## src/cbcps_pkg.sv

```systemverilog
// Package for the CPU bus cycle pin sequencer.
// Holds item and state types, pin masks and bus operation codes.
// No dependencies.
`timescale 1ns / 1ps

package cbcps_pkg;

    // Active-low control pin masks
    localparam logic [7:0] PIN_M1    = 8'h01;
    localparam logic [7:0] PIN_MREQ  = 8'h02;
    localparam logic [7:0] PIN_IORQ  = 8'h04;
    localparam logic [7:0] PIN_RD    = 8'h08;
    localparam logic [7:0] PIN_WR    = 8'h10;
    localparam logic [7:0] PIN_RFSH  = 8'h20;
    localparam logic [7:0] PIN_HALT  = 8'h40;
    localparam logic [7:0] PIN_BUSAK = 8'h80;

    // Pin levels after reset: M1 and HALT low, all others high
    localparam logic [7:0] PINS_RESET = 8'd190;

    // Bus operation codes
    localparam logic [2:0] OP_FETCH     = 3'd1;
    localparam logic [2:0] OP_FETCH_INT = 3'd2;
    localparam logic [2:0] OP_MEM_RD    = 3'd3;
    localparam logic [2:0] OP_MEM_WR    = 3'd4;
    localparam logic [2:0] OP_IO_RD     = 3'd5;
    localparam logic [2:0] OP_IO_WR     = 3'd6;

    // T-state numbers
    localparam logic [2:0] T1 = 3'd1;
    localparam logic [2:0] T2 = 3'd2;
    localparam logic [2:0] T3 = 3'd3;
    localparam logic [2:0] T4 = 3'd4;
    localparam logic [2:0] T5 = 3'd5;

    localparam logic [7:0] HALT_OPCODE = 8'h76;

    // bus_ctl and status_flags bit positions
    localparam int CTL_ACK = 0;
    localparam int CTL_REQ = 1;
    localparam int CTL_RST = 2;
    localparam int ST_NMI  = 0;
    localparam int ST_INT  = 1;
    localparam int ST_IFF1 = 2;
    localparam int ST_UNPF = 3;

    typedef struct packed {
        logic        edge_req;
        logic [2:0]  t_state;
        logic        wait_state;
        logic [2:0]  bus_op;
        logic [2:0]  prev_bus_op;
        logic [15:0] address;
        logic [7:0]  write_data;
        logic [2:0]  bus_ctl;
        logic [7:0]  refresh_count;
        logic [7:0]  opcode;
        logic [3:0]  status_flags;
        logic [7:0]  data_bus_in;
    } item_t;

    typedef struct packed {
        logic [15:0] address_bus;
        logic        address_drive;
        logic [7:0]  data_bus_out;
        logic        data_drive;
        logic [7:0]  control_pins;
        logic [7:0]  read_data;
        logic        read_valid;
        logic [7:0]  refresh_next;
    } result_t;

    // Latched bus state
    typedef struct packed {
        logic [15:0] address_latch;
        logic [7:0]  data_out_latch;
        logic        data_out_enable;
        logic [7:0]  pin_levels;
        logic        bus_released;
        logic [7:0]  sampled_data;
    } bus_state_t;

    localparam bus_state_t STATE_RESET = '{
        address_latch:   16'd0,
        data_out_latch:  8'd0,
        data_out_enable: 1'b0,
        pin_levels:      PINS_RESET,
        bus_released:    1'b0,
        sampled_data:    8'd0
    };

endpackage

```

## src/cbcps_if.sv

```systemverilog
// Handshake channel interfaces for the bus cycle pin sequencer.
// Depends on cbcps_pkg for the payload types.
`timescale 1ns / 1ps

interface cbcps_item_if;
    logic              valid;
    logic              ready;
    cbcps_pkg::item_t  item;

    modport source (output valid, output item, input ready);
    modport sink   (input valid, input item, output ready);
endinterface

interface cbcps_result_if;
    logic               valid;
    logic               ready;
    cbcps_pkg::result_t item;

    modport source (output valid, output item, input ready);
    modport sink   (input valid, input item, output ready);
endinterface

```

## src/cpu_bus_cycle_pin_sequencer.sv

```systemverilog
// Top level of the CPU bus cycle pin sequencer.
// Depends on cbcps_pkg, cbcps_if (channel interfaces) and cbcps_step.
`timescale 1ns / 1ps

// Each input item is one clock half-edge of the CPU bus. The block takes one
// item per cycle while the result side does not stall, and presents one result
// item for each accepted item: the item is held in an input register, the pin,
// address, data and drive latches are updated in one pass through the step
// logic, and the result lands in an output register. A stall on the result
// side holds the input register, and the input stays ready while the output
// register can take the next result. interrupt_page is written through
// cfg_write / cfg_data and supplies the high byte of the refresh address; the
// user must write it only while no items are in flight, as the block itself
// does not enforce this.
module cpu_bus_cycle_pin_sequencer
(
    input  logic                   clk,
    input  logic                   rst_n,
    input  logic                   cfg_write,
    input  logic [7:0]             cfg_data,
    cbcps_item_if.sink             cycle,
    cbcps_result_if.source         result
);

    logic                  in_valid_reg;
    cbcps_pkg::item_t      in_item_reg;
    logic                  out_valid_reg;
    cbcps_pkg::result_t    out_item_reg;
    cbcps_pkg::bus_state_t state_reg;
    cbcps_pkg::bus_state_t state_next;
    cbcps_pkg::result_t    step_result;
    logic [7:0]            page_reg;
    logic                  out_free;
    logic                  advance;

    // Handshake control
    assign out_free    = !out_valid_reg || result.ready;
    assign advance     = in_valid_reg && out_free;
    assign cycle.ready = !in_valid_reg || out_free;

    // Interrupt page register
    always_ff @(posedge clk or negedge rst_n)
    begin
        if (!rst_n)
            page_reg <= 8'd0;
        else if (cfg_write)
            page_reg <= cfg_data;
    end

    // Input register
    always_ff @(posedge clk or negedge rst_n)
    begin
        if (!rst_n)
            in_valid_reg <= 1'b0;
        else if (cycle.ready)
            in_valid_reg <= cycle.valid;
    end

    always_ff @(posedge clk)
    begin
        if (cycle.ready && cycle.valid)
            in_item_reg <= cycle.item;
    end

    // One half-edge of pin sequencing
    cbcps_step u_step
    (
        .item           (in_item_reg),
        .state_cur      (state_reg),
        .interrupt_page (page_reg),
        .state_next     (state_next),
        .result         (step_result)
    );

    // Bus latches
    always_ff @(posedge clk or negedge rst_n)
    begin
        if (!rst_n)
            state_reg <= cbcps_pkg::STATE_RESET;
        else if (advance)
            state_reg <= state_next;
    end

    // Result register
    always_ff @(posedge clk or negedge rst_n)
    begin
        if (!rst_n)
            out_valid_reg <= 1'b0;
        else if (out_free)
            out_valid_reg <= in_valid_reg;
    end

    always_ff @(posedge clk)
    begin
        if (advance)
            out_item_reg <= step_result;
    end

    assign result.valid = out_valid_reg;
    assign result.item  = out_item_reg;

endmodule

```

## src/cbcps_step.sv

```systemverilog
// Next-state and result logic for one clock half-edge.
// Purely combinational; depends on cbcps_pkg.
`timescale 1ns / 1ps

module cbcps_step
(
    input  cbcps_pkg::item_t      item,
    input  cbcps_pkg::bus_state_t state_cur,
    input  logic [7:0]            interrupt_page,
    output cbcps_pkg::bus_state_t state_next,
    output cbcps_pkg::result_t    result
);

    logic       ack;
    logic       req;
    logic       rst;
    logic       fetch;
    logic       prev_fetch;
    logic       prev_write;
    logic       valid;
    logic [7:0] r;
    logic [7:0] r_next;
    logic [2:0] op;
    logic [3:0] st;
    cbcps_pkg::bus_state_t s;

    assign ack        = item.bus_ctl[cbcps_pkg::CTL_ACK];
    assign req        = item.bus_ctl[cbcps_pkg::CTL_REQ];
    assign rst        = item.bus_ctl[cbcps_pkg::CTL_RST];
    assign op         = item.bus_op;
    assign st         = item.status_flags;
    assign r          = item.refresh_count;
    assign fetch      = (op == cbcps_pkg::OP_FETCH) || (op == cbcps_pkg::OP_FETCH_INT);
    assign prev_fetch = (item.prev_bus_op == cbcps_pkg::OP_FETCH)
                     || (item.prev_bus_op == cbcps_pkg::OP_FETCH_INT);
    assign prev_write = (item.prev_bus_op == cbcps_pkg::OP_MEM_WR)
                     || (item.prev_bus_op == cbcps_pkg::OP_IO_WR);

    // Pin sequencing, applied in the order the bus cycle defines
    always_comb
    begin
        s      = state_cur;
        r_next = r;
        valid  = 1'b0;

        if (!item.edge_req)
        begin
            // rising edge: release, reclaim, then T-state actions
            if ((ack || rst) && !s.bus_released)
            begin
                s.pin_levels      = s.pin_levels & ~cbcps_pkg::PIN_BUSAK;
                s.bus_released    = 1'b1;
                s.data_out_enable = 1'b0;
            end
            if (!ack && !rst)
            begin
                if (s.bus_released)
                begin
                    s.bus_released    = 1'b0;
                    s.data_out_enable = 1'b0;
                end
                unique case (item.t_state)
                    cbcps_pkg::T1:
                    begin
                        if (!item.wait_state)
                        begin
                            s.address_latch = item.address;
                            if (prev_write)
                                s.data_out_enable = 1'b0;
                            if (fetch)
                                s.pin_levels = s.pin_levels & ~cbcps_pkg::PIN_M1;
                            if (prev_fetch)
                                s.pin_levels = s.pin_levels | cbcps_pkg::PIN_RFSH;
                        end
                    end
                    cbcps_pkg::T2:
                    begin
                        if (item.wait_state)
                        begin
                            if (op == cbcps_pkg::OP_IO_RD)
                                s.pin_levels = s.pin_levels
                                             & ~(cbcps_pkg::PIN_IORQ | cbcps_pkg::PIN_RD);
                            if (op == cbcps_pkg::OP_IO_WR)
                                s.pin_levels = s.pin_levels
                                             & ~(cbcps_pkg::PIN_IORQ | cbcps_pkg::PIN_WR);
                        end
                    end
                    cbcps_pkg::T3:
                    begin
                        // refresh address goes out, R counts in its low 7 bits
                        if (fetch)
                        begin
                            s.pin_levels    = (s.pin_levels | cbcps_pkg::PIN_M1)
                                            & ~cbcps_pkg::PIN_RFSH;
                            s.address_latch = {interrupt_page, r};
                            r_next          = {r[7], r[6:0] + 7'd1};
                        end
                        if (op == cbcps_pkg::OP_FETCH)
                            s.pin_levels = s.pin_levels
                                         | cbcps_pkg::PIN_MREQ | cbcps_pkg::PIN_RD;
                        if (op == cbcps_pkg::OP_FETCH_INT)
                            s.pin_levels = s.pin_levels | cbcps_pkg::PIN_IORQ;
                    end
                    cbcps_pkg::T5:
                    begin
                        if (fetch)
                        begin
                            s.address_latch = item.address;
                            s.pin_levels    = s.pin_levels | cbcps_pkg::PIN_RFSH;
                        end
                    end
                    default:
                    begin
                    end
                endcase
            end
        end
        else if (!ack)
        begin
            // falling edge with the bus still ours
            unique case (item.t_state)
                cbcps_pkg::T1:
                begin
                    if (!item.wait_state)
                    begin
                        // RD low on a fetch here is kept as the bus file has it
                        if (op == cbcps_pkg::OP_FETCH || op == cbcps_pkg::OP_MEM_RD)
                            s.pin_levels = s.pin_levels
                                         & ~(cbcps_pkg::PIN_MREQ | cbcps_pkg::PIN_RD);
                        if (op == cbcps_pkg::OP_MEM_WR)
                            s.pin_levels = s.pin_levels & ~cbcps_pkg::PIN_MREQ;
                        if (op == cbcps_pkg::OP_MEM_WR || op == cbcps_pkg::OP_IO_WR)
                        begin
                            s.data_out_latch  = item.write_data;
                            s.data_out_enable = 1'b1;
                        end
                    end
                end
                cbcps_pkg::T2:
                begin
                    if (!item.wait_state)
                    begin
                        if (op == cbcps_pkg::OP_FETCH_INT)
                            s.pin_levels = s.pin_levels & ~cbcps_pkg::PIN_IORQ;
                        if (op == cbcps_pkg::OP_MEM_WR)
                            s.pin_levels = s.pin_levels & ~cbcps_pkg::PIN_WR;
                    end
                end
                cbcps_pkg::T3:
                begin
                    if (op == cbcps_pkg::OP_MEM_RD || op == cbcps_pkg::OP_IO_RD)
                    begin
                        s.sampled_data = item.data_bus_in;
                        valid          = 1'b1;
                    end
                    // MREQ low again during refresh, kept as given
                    if (fetch)
                        s.pin_levels = s.pin_levels & ~cbcps_pkg::PIN_MREQ;
                    if (op == cbcps_pkg::OP_MEM_RD)
                        s.pin_levels = s.pin_levels | cbcps_pkg::PIN_MREQ | cbcps_pkg::PIN_RD;
                    if (op == cbcps_pkg::OP_MEM_WR)
                        s.pin_levels = s.pin_levels | cbcps_pkg::PIN_MREQ | cbcps_pkg::PIN_WR;
                    if (op == cbcps_pkg::OP_IO_RD)
                        s.pin_levels = s.pin_levels | cbcps_pkg::PIN_IORQ | cbcps_pkg::PIN_RD;
                    if (op == cbcps_pkg::OP_IO_WR)
                        s.pin_levels = s.pin_levels | cbcps_pkg::PIN_IORQ | cbcps_pkg::PIN_WR;
                end
                cbcps_pkg::T4:
                begin
                    if (fetch)
                        s.pin_levels = s.pin_levels | cbcps_pkg::PIN_MREQ;
                    if (item.opcode == cbcps_pkg::HALT_OPCODE && st[cbcps_pkg::ST_UNPF])
                        s.pin_levels = s.pin_levels & ~cbcps_pkg::PIN_HALT;
                    if (st[cbcps_pkg::ST_NMI]
                        || (st[cbcps_pkg::ST_INT] && st[cbcps_pkg::ST_IFF1]))
                        s.pin_levels = s.pin_levels | cbcps_pkg::PIN_HALT;
                end
                default:
                begin
                end
            endcase
        end
        else if (!req)
        begin
            // bus handed back: BUSAK returns high
            s.pin_levels = s.pin_levels | cbcps_pkg::PIN_BUSAK;
        end
    end

    assign state_next = s;

    // Result item taken from the updated latches
    always_comb
    begin
        result.address_bus   = s.address_latch;
        result.address_drive = ~s.bus_released;
        result.data_bus_out  = s.data_out_latch;
        result.data_drive    = s.data_out_enable;
        result.control_pins  = s.pin_levels;
        result.read_data     = s.sampled_data;
        result.read_valid    = valid;
        result.refresh_next  = r_next;
    end

endmodule

```

## src/flat_wrapper.sv

```systemverilog
// flat-port wrapper written by rule: the top's interface ports become plain ports
module cpu_bus_cycle_pin_sequencer_flat 
  (clk, rst_n, cfg_write, cfg_data, cycle_valid, cycle_item, cycle_ready, result_valid, result_item, result_ready);
  cbcps_item_if cycle_i ();
  cbcps_result_if result_i ();
  input  logic clk;
  input  logic rst_n;
  input  logic cfg_write;
  input  logic [7:0] cfg_data;
  input wire logic [$bits(cycle_i.valid)-1:0] cycle_valid;
  input wire logic [$bits(cycle_i.item)-1:0] cycle_item;
  output wire logic [$bits(cycle_i.ready)-1:0] cycle_ready;
  output wire logic [$bits(result_i.valid)-1:0] result_valid;
  output wire logic [$bits(result_i.item)-1:0] result_item;
  input wire logic [$bits(result_i.ready)-1:0] result_ready;
  assign cycle_i.valid = cycle_valid;
  assign cycle_i.item = cycle_item;
  assign cycle_ready = cycle_i.ready;
  assign result_valid = result_i.valid;
  assign result_item = result_i.item;
  assign result_i.ready = result_ready;
  cpu_bus_cycle_pin_sequencer u_core (.clk(clk), .rst_n(rst_n), .cfg_write(cfg_write), .cfg_data(cfg_data), .cycle(cycle_i), .result(result_i));
endmodule
```

## config.mk

```make
export PLATFORM = sky130hd
export DESIGN_NAME = cpu_bus_cycle_pin_sequencer_flat
export DESIGN_NICKNAME = d
export VERILOG_FILES = /design/src/cbcps_pkg.sv /design/src/cbcps_if.sv /design/src/cpu_bus_cycle_pin_sequencer.sv /design/src/cbcps_step.sv /design/src/flat_wrapper.sv
export SDC_FILE = /design/constraint.sdc
export NUM_CORES = 1
export LEC_CHECK = 0
export BUFFER_PORTS_ARGS = -buffer_cell sky130_fd_sc_hd__clkbuf_2
export CORE_ASPECT_RATIO = 0.75
export CORE_UTILIZATION = 50
export CTS_CLUSTER_SIZE = 30
export DETAILED_ROUTE_END_ITERATION = 10
export PLACE_DENSITY = 0.82
export SLEW_MARGIN = 30
export SYNTH_ARGS = -nofsm -noshare
export SYNTH_HDL_FRONTEND = slang
export SYNTH_SLANG_ARGS = --single-unit
```

## constraint.sdc

```tcl
create_clock -name clk -period 5.1 [get_ports clk]
set_input_delay 0.255 -clock clk [delete_from_list [all_inputs] [get_ports clk]]
set_output_delay 0.255 -clock clk [all_outputs]
set_load 0.03 [all_outputs]
```

==> results of run 1 <==
[how the worst max path moves through the flow]
stage	endpoint	slack (ns)	cells past startpoint
6_report	u_core.state_reg[33]	2.19	6
5_1_grt	u_core.state_reg[33]	1.98	6
4_1_cts	u_core.state_reg[33]	2.22	6
3_5_place_dp	u_core.state_reg[36]	2.25	6
3_3_place_gp	u_core.state_reg[29]	2.44	6
2_1_floorplan	u_core.state_reg[13]	2.04	6
[worst reg2reg max path: stages (launching register included)]
cell and delay [ns]:
dfrtp_1 0.40, nand2b_1 0.11, nand2_1 0.44, inv_2 0.75, buf_4 0.55, nand2_1 0.29, o2bb2ai_1 0.28
[where the power goes]
group,internal (mW),switching [mW]
Combinational,0.142,0.203
Clock,0.803,0.525
Sequential,1.60,0.0722
Total,2.55,0.801
[per-stage QoR]
step | hold WS (ns) | utilization
floorplan | -0.0406 | -
global placement | 0.425 | 0.583
detailed placement | 0.434 | 0.583
CTS | 0.000158 | 0.674
global route | 0.00291 | 0.675
finish | 0.0161 | 0.675
[logic make-up (layout without fill, tap and decap cells)]
kind of cell,Yosys count,after routing
flip-flops,169,169
AND/OR/NAND/NOR,129,129
AO/OA/AOI/OAI,98,98
multiplexers,34,34
buffers and inverters,26,230
XOR/XNOR,10,10
adder cells (fa/ha/maj),2,2
[cell usage in the layout, fill, tap and decap left out, drive strengths merged, types with 4 or more instances in the layout]
master / count
clkinv: 6
or2: 4
nand2: 49
dlygate4sd3: 59
nand3: 7
edfxtp: 117
dfstp: 6
a22o: 10
a21oi: 12
xnor2: 7
a222oi: 5
dfrtp: 46
nor2: 18
nand2b: 12
inv: 4
nor3: 7
nor2b: 5
o21ai: 12
clkbuf: 154
a21o: 8
nor3b: 6
mux2: 34
o2bb2ai: 17
a32o: 6
o31ai: 4
nand3b: 7
[routing by layer]
| metal | routed length, um | global-route usage | vias to the layer above |
|---|---|---|---|
| met5 | 0 | 0 | - |
| met4 | 241 | 0.0903 | 0 |
| met3 | 1080 | 0.0589 | 17 |
| met2 | 7370 | 0.349 | 199 |
| met1 | 7420 | 0.325 | 2340 |
| li1 | - | - | 2182 |
[layout make-up]
class | instances | area (um2) | share of cell area
sequential | 169 | 4820 | 0.539
timing repair buffer | 193 | 1270 | 0.142
inverter | 5 | 18.8 | 0.00210
multi-input combinational | 273 | 2000 | 0.223
tap | 171 | 214 | 0.0239
clock buffer | 23 | 509 | 0.0570
clock inverter | 9 | 111 | 0.0125
==> impl_metrics.py, run 1 <==
metrics = {
    "status": {
        "outcome": "completed",
    },
    "cells_and_area": {
        "final_nets": 739,
        "final_layout_size_suffix_gt1_frac": 0.330,
        "fin_cells": 843,
        "largest_reg_flops": 66,
        "finalInstanceArea_um2": 8940,
        "syn_to_final_growth_pct": 28.9,
        "fill_cells": 949,
        "antenna_cells": 0,
    },
    "place": {
        "hpwl_mm": 10.2,
        "dp.cells": 752,
        "port-buffer-count": 131,
        "gp_congestion": 0.861,
        "postPlaceCellArea_um2": 7730,
        "dp_worst_setup_slack_ns": 2.25,
    },
    "worst_setup_path": {
        "critPathKind": "flop to flop",
        "path_max_fanout": 38,
        "crit_family": "buffers and inverters",
        "worst-r2r-setup-slack_ns": 2.19,
        "critPathSlowestCell": "inv_2",
        "path_buf_inv": 2,
        "crit_path_end_kind": "flop",
        "cp_slowest_stage_delay_ns": 0.74,
        "critical_path_arrival_ns": 3.25,
        "reg2reg_from": "u_core.result.valid",
        "reg2reg_depth": 6,
        "crit_start": "u_core.result.valid",
        "crit_chain": "nand2b_1, nand2_1, inv_2, buf_4, nand2_1, o2bb2ai_1",
        "worstReg2RegEnd": "u_core.state_reg[33]",
        "cp_common_cell": "nand2_1",
        "cp-start-kind": "flop",
        "worstPathRequired_ns": 5.44,
    },
    "global_routing": {
        "grt_pass1_wl_mm": 25.2,
        "grt_pass1_vias": 4733,
        "grt_max_degree": 67,
        "grt_usage": 0.232,
        "overflow": 0,
        "antenna_found_initial": 0,
    },
    "sta": {
        "fmax_ghz": 0.344,
        "setup_viol": 0,
        "tightest_slew_ns": 0.919,
        "layout_worst_path_cycle_share": 0.570,
        "skew_ns": 0.00744,
        "slew_viol_final": 0,
        "hold_viol_final": 0,
        "setup_ws_ns": 2.19,
        "grt_setup_unrepaired": "false",
        "fin_tns_setup_ns": 0,
        "max_slew_margin": 0.386,
        "finalCriticalPeriod_ns": 2.91,
    },
    "clock_network": {
        "post_cts_resized": 0,
        "postCtsSetupRepairBufs": 0,
        "clk_path_buf_depth": 2,
        "cts_max_level": 4,
        "hold_buffers": 58,
        "insertion_delay_ns": 0.43,
        "tritoncts": "done",
        "clk_transition_reported_paths_ns": 0.06,
        "numCtsBuffers": 17,
        "cts-root-buf": "clkbuf_16",
        "cts.sinks": 169,
    },
    "yosys": {
        "synthDominantCellAreaShare": 0.506,
        "synth.most_common_cell": "edfxtp_1",
        "synthSimpleGateAreaFrac": 0.0999,
        "ys_ff_latch": 169,
        "yosys.area_share.adder": 0.00343,
        "synth_compound_area_frac": 0.109,
        "synth_cell_type_count": 64,
        "syn_inst": 468,
        "synth_top_family_by_area": "compound AO/OA/AOI/OAI gates",
        "avgSynthCellArea_um2": 14.8,
        "syn-num-nets": 548,
        "synthesis.area_um2": 6940,
        "synthFlopType": "edfxtp_1",
        "async_flop_share": 0.308,
        "synth_seq_area_share": 0.695,
        "synth_largest_area_cell": "edfxtp_1",
        "ys_warn_count": 0,
        "synth_area_leaders": "edfxtp_1 (51%), dfrtp_1 (17%), mux2_2 (4.2%), nand2_1 (2.7%), dfstp_2 (2.3%)",
        "synth-xor-area-share": 0.0153,
        "synth.area.mux_share": 0.0595,
        "synth_edf_count": 117,
        "ys_top_cells_by_count": "edfxtp_1 (117), nand2_1 (49), dfrtp_1 (46)",
    },
    "floorplan": {
        "rows": 36,
        "pin_count": 132,
        "core_um2": 13200,
        "chipWidth_um": 138,
        "dieArea_um2": 14400,
        "initial_core_util": 0.524,
        "die_h_um": 104,
    },
    "hold_path": {
        "hp-class": "input port to flop",
        "whs_endpoint": "u_core.in_item_reg[31]",
        "min-delay-start": "cycle_item[31]",
        "holdPathStages": 1,
    },
    "routing": {
        "drt_iter0_drc": 413,
        "dr.pass1.iters": 5,
        "post_drt_wl_per_cell_um": 19.1,
        "vias_per_cell": 5.62,
        "antenna_left": 0,
        "via_count": 4738,
        "routed_wl_mm": 16.1,
        "drc": 0,
    },
    "power": {
        "power_density_nw_per_um2": 375,
        "leakage_nw": 3.69,
        "max-vdd-ir-drop_mv": 0.432,
        "fin_total_pwr_mw": 3.35,
    },
    "run": {
        "max_cap_violations": 0,
    },
}
(Power assumes the default switching activity.)
==> inputs of run 2 (changes only) <==
--- a/config.mk
+++ b/config.mk
@@ -10,7 +10,7 @@
 export CORE_UTILIZATION = 50
 export CTS_CLUSTER_SIZE = 30
 export DETAILED_ROUTE_END_ITERATION = 10
-export PLACE_DENSITY = 0.82
+export PLACE_DENSITY = 0.85
 export SLEW_MARGIN = 30
 export SYNTH_ARGS = -nofsm -noshare
 export SYNTH_HDL_FRONTEND = slang
==> constraint.sdc (replaced) <==
create_clock -name clk -period 2.6 [get_ports clk]
set_input_delay 0.13 -clock clk [delete_from_list [all_inputs] [get_ports clk]]
set_output_delay 0.13 -clock clk [all_outputs]
set_load 0.03 [all_outputs]
==> run 2 against run 1 <==
Compared with the run above: sequential share of layout area shrank 1.8 points; sequential power grew 95%; critical path depth shrank 1; utilization grew 2.3 points; non-clock buffer count grew 32; die area is the same; setup slack lost 2.0 ns.
==> impl_metrics.py, run 2 (synthesis results as in run 1) <==
metrics = {
    "worst_setup_path": {
        "cp_common_cell": "nand2b_4",
        "critical_path_arrival_ns": 2.68,
        "critPathSlowestCell": "edfxtp_1",
        "crit_path_end_kind": "flop",
        "reg2reg_from": "u_core.in_item_reg[64]",
        "worst-r2r-setup-slack_ns": 0.22,
        "cp-start-kind": "flop",
        "cp.depth": 5,
        "path_max_fanout": 18,
        "path_buf_inv": 0,
        "crit_start": "u_core.in_item_reg[64]",
        "cp_slowest_stage_delay_ns": 0.61,
        "cp-endpoint": "u_core.state_reg[25]",
        "critPathKind": "flop to flop",
        "reg2reg_depth": 5,
        "crit_chain": "nor2_1, nand2b_4, or3_1, nand2b_4, mux2_4",
        "crit_family": "simple AND/OR/NAND/NOR gates",
        "worstPathRequired_ns": 2.90,
        "worstReg2RegEnd": "u_core.state_reg[25]",
    },
    "clock_network": {
        "clk_transition_reported_paths_ns": 0.06,
        "numCtsBuffers": 17,
        "cts_max_level": 4,
        "cts-root-buf": "clkbuf_16",
        "postCtsSetupRepairBufs": 0,
        "clk_path_buf_depth": 2,
        "cts.sinks": 169,
        "tritoncts": "done",
        "insertion_delay_ns": 0.42,
    },
    "routing": {
        "drc": 0,
        "antenna_left": 0,
        "drt_iter0_drc": 458,
        "vias_per_cell": 5.60,
        "routed_wl_mm": 16.8,
        "post_drt_wl_per_cell_um": 19.2,
        "via_count": 4903,
        "dr.pass1.iters": 5,
    },
    "global_routing": {
        "grt_pass1_vias": 5006,
        "grt_pass1_wl_mm": 26.8,
        "antenna_found_initial": 1,
        "grt_usage": 0.248,
        "overflow": 0,
        "grt_max_degree": 36,
    },
    "cells_and_area": {
        "fill_cells": 910,
        "multi_input_area_um2": 1990,
        "regArea_um2": 4820,
        "final_nets": 771,
        "syn_to_final_growth_pct": 33.3,
        "largest_reg_flops": 66,
        "final_cell_mix": "clkbuf_2 (131), edfxtp_1 (117), dlygate4sd3_1 (76), nand2_1 (49), dfrtp_1 (46)",
        "final_layout_size_suffix_gt1_frac": 0.332,
        "mostFrequentLayoutCell": "clkbuf_2",
    },
    "sta": {
        "layout_worst_path_cycle_share": 0.915,
        "fin_tns_setup_ns": 0,
        "skew_ns": 0.00820,
        "hold_viol_final": 0,
        "whs_ns": 0.0303,
        "max_slew_margin": 0.497,
        "tightest_slew_ns": 0.755,
        "setup_viol": 0,
        "finalCriticalPeriod_ns": 2.38,
        "fmax_ghz": 0.420,
        "grt_setup_unrepaired": "false",
        "slew_viol_final": 0,
        "setup_ws_ns": 0.220,
    },
    "hold_path": {
        "hp-class": "input port to flop",
        "holdPathStages": 3,
    },
    "status": {
        "outcome": "completed",
    },
    "floorplan": {
        "chipWidth_um": 138,
        "pin_count": 132,
        "dieArea_um2": 14400,
        "initial_core_util": 0.524,
        "core_um2": 13200,
        "die_h_um": 104,
        "rows": 36,
    },
    "place": {
        "dp_worst_setup_slack_ns": 0.253,
        "port-buffer-count": 131,
        "hpwl_mm": 11.0,
        "gp_congestion": 0.882,
    },
    "power": {
        "fin_total_pwr_mw": 6.59,
        "leakage_nw": 3.85,
        "power_density_nw_per_um2": 713,
        "max-vdd-ir-drop_mv": 0.479,
    },
    "run": {
        "max_cap_violations": 0,
    },
}
[run 2: cell types whose count changed in the layout (fill, tap and decap cells not counted), moves of 2 or more]
cell,change
buf_12,+3
buf_4,+12
clkbuf_8,-2
dlygate4sd3_1,+17
[run 2: worst min-delay path: cells and delay by family]
kind | cells | cell delay [ns]
and+or+nand+nor | 2 | 0.19
buffers and inverters | 1 | 0.08
[run 2: worst min path at each step]
stage                            start              endpoint
after detailed placement         rst_n  u_core.state_reg[28]
after floorplan                  rst_n   u_core.in_valid_reg
after CTS                 result_ready   u_core.result.valid
after global placement           rst_n  u_core.state_reg[33]
final                     result_ready   u_core.in_valid_reg
after global routing      result_ready   u_core.in_valid_reg
[run 2: layout make-up]
cell class / instances / area share
diodes: 1 / 0.000271
clock buffers: 21 / 0.0498
clock inverters: 11 / 0.0158
inverters: 5 / 0.00203
multi-input cells: 273 / 0.216
flip-flops and latches: 169 / 0.522
well taps: 171 / 0.0231
repair buffers: 225 / 0.172
[run 2: stage by stage]
stage           util  instance area [um2]  std cells
2_1_floorplan      -                 6940        468
3_3_place_gp   0.595                 7880        767
3_5_place_dp   0.595                 7880        767
4_1_cts        0.698                 9240        875
5_1_grt        0.698                 9250        876
6_report       0.698                 9250        876
[run 2: what timing repair did]
action,in CTS,in global routing
hold buffers,76,0
resized for setup,0,0
endpoints found under the hold margin,95,0
[run 2: power breakdown]
part / leakage, nW / switching (mW) / internal [mW]
clock network: 0.295 / 1.00 / 1.56
logic: 1.76 / 0.428 / 0.321
registers: 1.79 / 0.131 / 3.14
total: 3.85 / 1.56 / 5.03
[run 2: per-layer routing]
| metal | wire [um] | up-vias | global-route usage |
|---|---|---|---|
| li1 | - | 2253 | - |
| met1 | 7230 | 2401 | 0.334 |
| met2 | 8120 | 228 | 0.394 |
| met3 | 1240 | 21 | 0.0594 |
| met4 | 235 | 0 | 0.0840 |
| met5 | 0 | - | 0 |
